$ cat src/rtl/core/pgt_pkg.sv
// ----------------------------------------------------------------------------
// pgt_pkg
// shared constants, codes and control/status types of the gradient table unit
// ----------------------------------------------------------------------------
package pgt_pkg;

    // sizing
    localparam int MAX_GROUP_ENTRIES = 16;
    localparam int SCREEN_LINES      = 224;
    localparam int PALETTE_DEPTH     = 256;

    localparam int PAL_AW  = $clog2(PALETTE_DEPTH);
    localparam int J_W     = (MAX_GROUP_ENTRIES > 1) ? $clog2(MAX_GROUP_ENTRIES) : 1;
    localparam int E_W     = 5;
    localparam int IDX_W   = 8;
    localparam int COL_W   = 15;
    localparam int CH_W    = 5;
    localparam int CH_MAX  = 31;
    localparam int INT_W   = 14;
    localparam int RATE_W  = 12;
    localparam int LINE_W  = 9;
    localparam int CMP_W   = LINE_W + 1;
    localparam int FAC_W   = 10;
    localparam int FAC_SAT = 992;        // 31 * 32, any larger factor clamps anyway
    localparam int INT_MAX = 8191;
    localparam int INT_MIN = -8192;

    // divide by 31: floor(p * RECIP >> RECIP_SH), exact for p < 2^15
    localparam int RECIP    = 33826;
    localparam int RECIP_SH = 20;
    localparam int MUL_W    = 32;

    // stream widths
    localparam int IN_DATA_W  = 24;
    localparam int OUT_DATA_W = 24;
    localparam int FUNC_W     = 2;

    // config port
    localparam int CFG_AW = 3;
    localparam int CFG_DW = 8;

    // func codes
    localparam logic [FUNC_W-1:0] FN_LOAD    = 2'd0;
    localparam logic [FUNC_W-1:0] FN_RESTART = 2'd1;
    localparam logic [FUNC_W-1:0] FN_EMIT    = 2'd2;

    // register indexes
    localparam logic [CFG_AW-1:0] CFG_FIRST  = 3'd0;
    localparam logic [CFG_AW-1:0] CFG_ENTRY  = 3'd1;
    localparam logic [CFG_AW-1:0] CFG_STEP   = 3'd2;
    localparam logic [CFG_AW-1:0] CFG_HEIGHT = 3'd3;
    localparam logic [CFG_AW-1:0] CFG_RATE   = 3'd4;
    localparam logic [CFG_AW-1:0] CFG_MODE   = 3'd5;

    // controller to datapath
    typedef struct packed {
        logic load;      // write palette word from input payload
        logic restart;   // clear intensity, rate and line counters
        logic start;     // begin a group: clear entry counter, snapshot factor
        logic rst_grp;   // group being started is the reset group
        logic issue;     // read one palette entry into the pipeline
        logic commit;    // advance line, rate and intensity after a full group
    } t_pgt_cmd;

    // datapath to controller
    typedef struct packed {
        logic pipe_empty;  // no entry in the read or math stage
        logic pipe_en;     // pipeline may advance this cycle
        logic beyond;      // line position already at or past the height
        logic fits;        // a reset group still fits on screen
        logic hit;         // current entry reaches the height
        logic issue_end;   // current entry is the last of its group
        logic rmode;       // group in flight is the reset group
    } t_pgt_stat;

endpackage

$ cat src/rtl/core/pgt_ctrl.sv
// ----------------------------------------------------------------------------
// pgt_ctrl
// sequencer: takes input transfers, tracks the table phase, walks group entries
// ----------------------------------------------------------------------------
module pgt_ctrl
    import pgt_pkg::*;
(
    input  logic              i_clk,
    input  logic              i_rst_n,
    input  logic              i_in_valid,
    input  logic [FUNC_W-1:0] i_func,
    output logic              o_in_ready,
    input  t_pgt_stat         i_stat,
    output t_pgt_cmd          o_cmd
);

    typedef enum logic [1:0] {
        ST_IDLE  = 2'b01,
        ST_ISSUE = 2'b10
    } t_state;

    typedef enum logic [2:0] {
        PH_GEN   = 3'b001,
        PH_RESET = 3'b010,
        PH_DONE  = 3'b100
    } t_phase;

    t_state r_state, n_state;
    t_phase r_phase, n_phase;
    logic   accept;

    assign o_in_ready = (r_state == ST_IDLE) && i_stat.pipe_empty;
    assign accept     = i_in_valid && o_in_ready;

    always_comb begin
        n_state = r_state;
        n_phase = r_phase;
        o_cmd   = '0;
        unique case (r_state)
            ST_IDLE: begin
                if (accept) begin
                    case (i_func)
                        FN_LOAD: begin
                            o_cmd.load = 1'b1;
                        end
                        FN_RESTART: begin
                            o_cmd.restart = 1'b1;
                            n_phase       = PH_GEN;
                        end
                        FN_EMIT: begin
                            if (r_phase == PH_RESET) begin
                                o_cmd.start   = 1'b1;
                                o_cmd.rst_grp = 1'b1;
                                n_state       = ST_ISSUE;
                            end else if (r_phase == PH_GEN) begin
                                if (!i_stat.beyond) begin
                                    o_cmd.start = 1'b1;
                                    n_state     = ST_ISSUE;
                                end else if (i_stat.fits) begin
                                    o_cmd.start   = 1'b1;
                                    o_cmd.rst_grp = 1'b1;
                                    n_state       = ST_ISSUE;
                                end else begin
                                    n_phase = PH_DONE;
                                end
                            end
                        end
                        default: begin
                        end
                    endcase
                end
            end
            ST_ISSUE: begin
                o_cmd.issue = i_stat.pipe_en;
                if (i_stat.pipe_en && i_stat.issue_end) begin
                    n_state = ST_IDLE;
                    if (i_stat.rmode) begin
                        n_phase = PH_DONE;
                    end else if (i_stat.hit) begin
                        n_phase = i_stat.fits ? PH_RESET : PH_DONE;
                    end else begin
                        o_cmd.commit = 1'b1;
                    end
                end
            end
            default: begin
                n_state = ST_IDLE;
            end
        endcase
    end

    always_ff @(posedge i_clk) begin
        if (!i_rst_n) begin
            r_state <= ST_IDLE;
            r_phase <= PH_GEN;
        end else begin
            r_state <= n_state;
            r_phase <= n_phase;
        end
    end

    // nothing is read from the palette once the table has ended
    a_no_issue_when_done: assert property (@(posedge i_clk) disable iff (!i_rst_n)
        o_cmd.issue |-> (r_phase != PH_DONE))
        else $error("entry issued after table end");

    // a commit closes a normal group, never the reset group
    a_commit_normal: assert property (@(posedge i_clk) disable iff (!i_rst_n)
        o_cmd.commit |-> (!i_stat.rmode && !i_stat.hit))
        else $error("commit on a group that ended the table");

    // the table end is left only through a restart
    a_done_sticky: assert property (@(posedge i_clk) disable iff (!i_rst_n)
        (r_phase == PH_DONE) && !(accept && (i_func == FN_RESTART)) |=> (r_phase == PH_DONE))
        else $error("table end left without restart");

endmodule

$ cat config.mk
export PLATFORM = sky130hd
export DESIGN_NAME = pgt_ctrl
export DESIGN_NICKNAME = d
export VERILOG_FILES = /design/src/rtl/core/pgt_pkg.sv /design/src/rtl/core/pgt_ctrl.sv
export SDC_FILE = /design/constraint.sdc
export NUM_CORES = 1
export LEC_CHECK = 0
export BUFFER_PORTS_ARGS = -buffer_cell sky130_fd_sc_hd__buf_2
export CAP_MARGIN = 5
export CORE_AREA = 2 2 39 41
export DETAILED_ROUTE_END_ITERATION = 16
export DIE_AREA = 0 0 41 43
export SLEW_MARGIN = 20
export SYNTH_ARGS = -nofsm -noshare
export SYNTH_HDL_FRONTEND = slang
export SYNTH_SLANG_ARGS = --single-unit
$ cat constraint.sdc
create_clock -name i_clk -period 3.3 [get_ports i_clk]
set_clock_uncertainty 0.1 [all_clocks]
set_input_delay 0.165 -clock i_clk [delete_from_list [all_inputs] [get_ports i_clk]]
set_output_delay 0.165 -clock i_clk [all_outputs]
set_load 0.01 [all_outputs]
==> results by group <==
Floorplan
  – Die ar.: 1760 um^2
  – Initial Util: 0.316
  – Die span in x: 41 um
  – Die height: ~43 um
  – Core area: approximately 1400 um^2
  – I/O pins: 19
  – Row cnt: 14

Logic synthesis
  – Synth area leaders: dfxtp_1 23%, mux2i_1 9.2%, ha_1 8.6%
  – Flop and latch count out of synthesis: 5
  – Syn Inst Count: 55
  – Register area share after synthesis: 0.229
  – Post-Syn Nets: 70
  – YS warnings: 0
  – Main flop type after synthesis: dfxtp_1
  – Post-synthesis area per instance: 7.94 um^2
  – Async S/R FF share, synth: 0
  – Area leader, netlist: dfxtp_1
  – Cell Area, Synth: 437 um^2
  – Post-synth top area share: 0.229
  – Yosys cell types: 28
  – Post-synth EDFFs: 0

STA
  – Hold violation count in the final report: 0
  – Slew headroom: 0.822
  – Worst-margin pin slew: 265 ps
  – Final setup violation count: 0
  – Minimum clock period after layout: 1730 ps
  – RSZ-0062 raised after global routing: no
  – Final Max Tran Viols: 0
  – Fmax: between 500 and 600 MHz
  – Tcrit/Tclk final: 0.523
  – Setup TNS: 0 ps

Clock network
  – H-tree levels: 1
  – Worst-path clk slew: 40 ps
  – Setup bufs post-CTS: 0
  – PostCTS Resize Cnt: 0
  – TritonCTS Buffers: 3
  – CTS max path bufs: 2
  – CTS Root Cell: clkbuf_4
  – Clk sink count: 5
  – CTS Hold Bufs: 0
  – Worst-Skew Late Latency: 230 ps
  – CTS tree: done

Route
  – Detailed Route Iter0 Violations: 8
  – Drt via density: about 4.9
  – # DRC: 0
  – Final WL: approximately 1000 um
  – Wirelength per Cell: 10.7 um
  – Vias post-DR: 459
  – Drt pass-1 iters: 4
  – Final ANT Viol Nets: 0

Finish
  – Post-route cell area: between 500 and 600 um^2
  – Most frequent cells in the layout: 18 x buf_2, 7 x nand2_1, 5 x inv_1, 5 x dfxtp_1, 4 x mux2i_1
  – Fillers: 154
  – Non-filler cells, final: just over 90
  – P&R area growth vs syn: 31.2%
  – Commonest non-fill, non-tap cell in the layout: buf_2
  – Share of cells above drive strength 1: 0.312
  – # nets final: 93
  – Diodes inserted: 0

Place
  – Cell total after placement: ~90
  – GPL Wtd Cong: approximately 0.7
  – Placed Area: 547 um^2
  – IO Port Bufs: 18
  – DP HPWL: 865 um

Critical path
  – Crit path DAT: between 1000 and 1500 ps
  – Crit end category: output port
  – Critical Path Source: r_state[0]$_SDFFE_PN1P_
  – Critical path startpoint category: flip-flop
  – Worst reg2reg startpoint: r_state[0]$_SDFFE_PN1P_
  – Critical Path RT: 3030 ps
  – Largest fanout on the critical path: 7
  – CP Class: reg -> out

Min path
  – Hold Path Class: in -> reg
  – Hold Startpoint: i_rst_n

Run
  – Maximum Capacitance Violations: 0

Outcome
  – Run status: finished clean

Global route
  – Gr ovfl total: 0
  – Vias in the first global route: 440
  – Largest net degree at the start of global routing: 8
  – Tot GR Track Use: 0.134
  – Initial antenna violation count: 0
  – First-pass GRT wire length: 1590 um

Pwr
  – Pwr/cell area: 426 nW/um^2
  – Static Leak: about 0.30 nW
  – VDD IR max: 0.231 mV
registers in the layout, indices dropped and copies added (netlist names):
register,count
r_state,2
r_phase,3
layer usage:
metal	vias up	part of all wire	GRT usage
met3	2	0.059	0.0157
met1	198	0.43	0.145
li1	243	-	-
met4	0	0.013	0.100
met5	-	0	0
met2	16	0.50	0.219
synth_stat cells, types with 2 or more instances:
| library cell | count |
|---|---|
| nor3_1 | 2 |
| nor2b_1 | 3 |
| a21oi_1 | 3 |
| dfxtp_1 | 5 |
| and2_1 | 2 |
| ha_1 | 3 |
| mux2i_1 | 4 |
| nand2_1 | 7 |
| inv_1 | 5 |
| nand2b_1 | 2 |
| a31oi_1 | 2 |
worst max-delay path: stages, from the launching register on:
cell and delay (ps):
dfxtp_1 320, inv_1 80, ha_1 260, nor3b_1 280, nor2b_1 160, buf_2 130
worst paths after layout:
path	endpoint	slack, ps	depth (start not counted)
max reg2reg	r_phase[1]$_SDFFE_PN0P_	1580	6
min reg2reg	r_state[1]$_SDFFE_PN0P_	390	2
min	r_state[1]$_SDFFE_PN0P_	140	3
max	o_cmd[0]	1570	5
power breakdown:
part	leakage, nW	internal, mW	switching [mW]
clock network	0.0150	0.0455	0.0212
logic	0.246	0.0467	0.0562
registers	0.0406	0.0681	0.00621
total	0.302	0.160	0.0837
metrics by stage:
step                power [mW]  utilization  worst slack, ps  hold slack (ps)
finish                   0.244        0.414             1570              143
global route             0.266        0.414             1410              146
CTS                      0.250        0.414             1560              134
detailed placement       0.178        0.395             1560              382
global placement         0.179        0.395             1630              380
floorplan                0.149            -             1700              213
cells by family after synthesis:
family                     after synthesis  synth area share
and+or+nand+nor                         27             0.381
AOI/OAI and AO/OA                       11             0.169
buffers and inverters                    5            0.0430
DFF                                      5             0.229
muxes                                    4            0.0917
adders and majority gates                3            0.0860
final cells by class:
class,instances,area (um^2),share of cell area
sequential,5,100,0.175
clock buffer,4,26.3,0.0459
timing repair buffer,18,90.1,0.157
multi-input combinational,45,318,0.555
inverter,5,18.8,0.0328
tap,16,20.0,0.0349
Note: power is estimated with default switching activity, not from simulation.
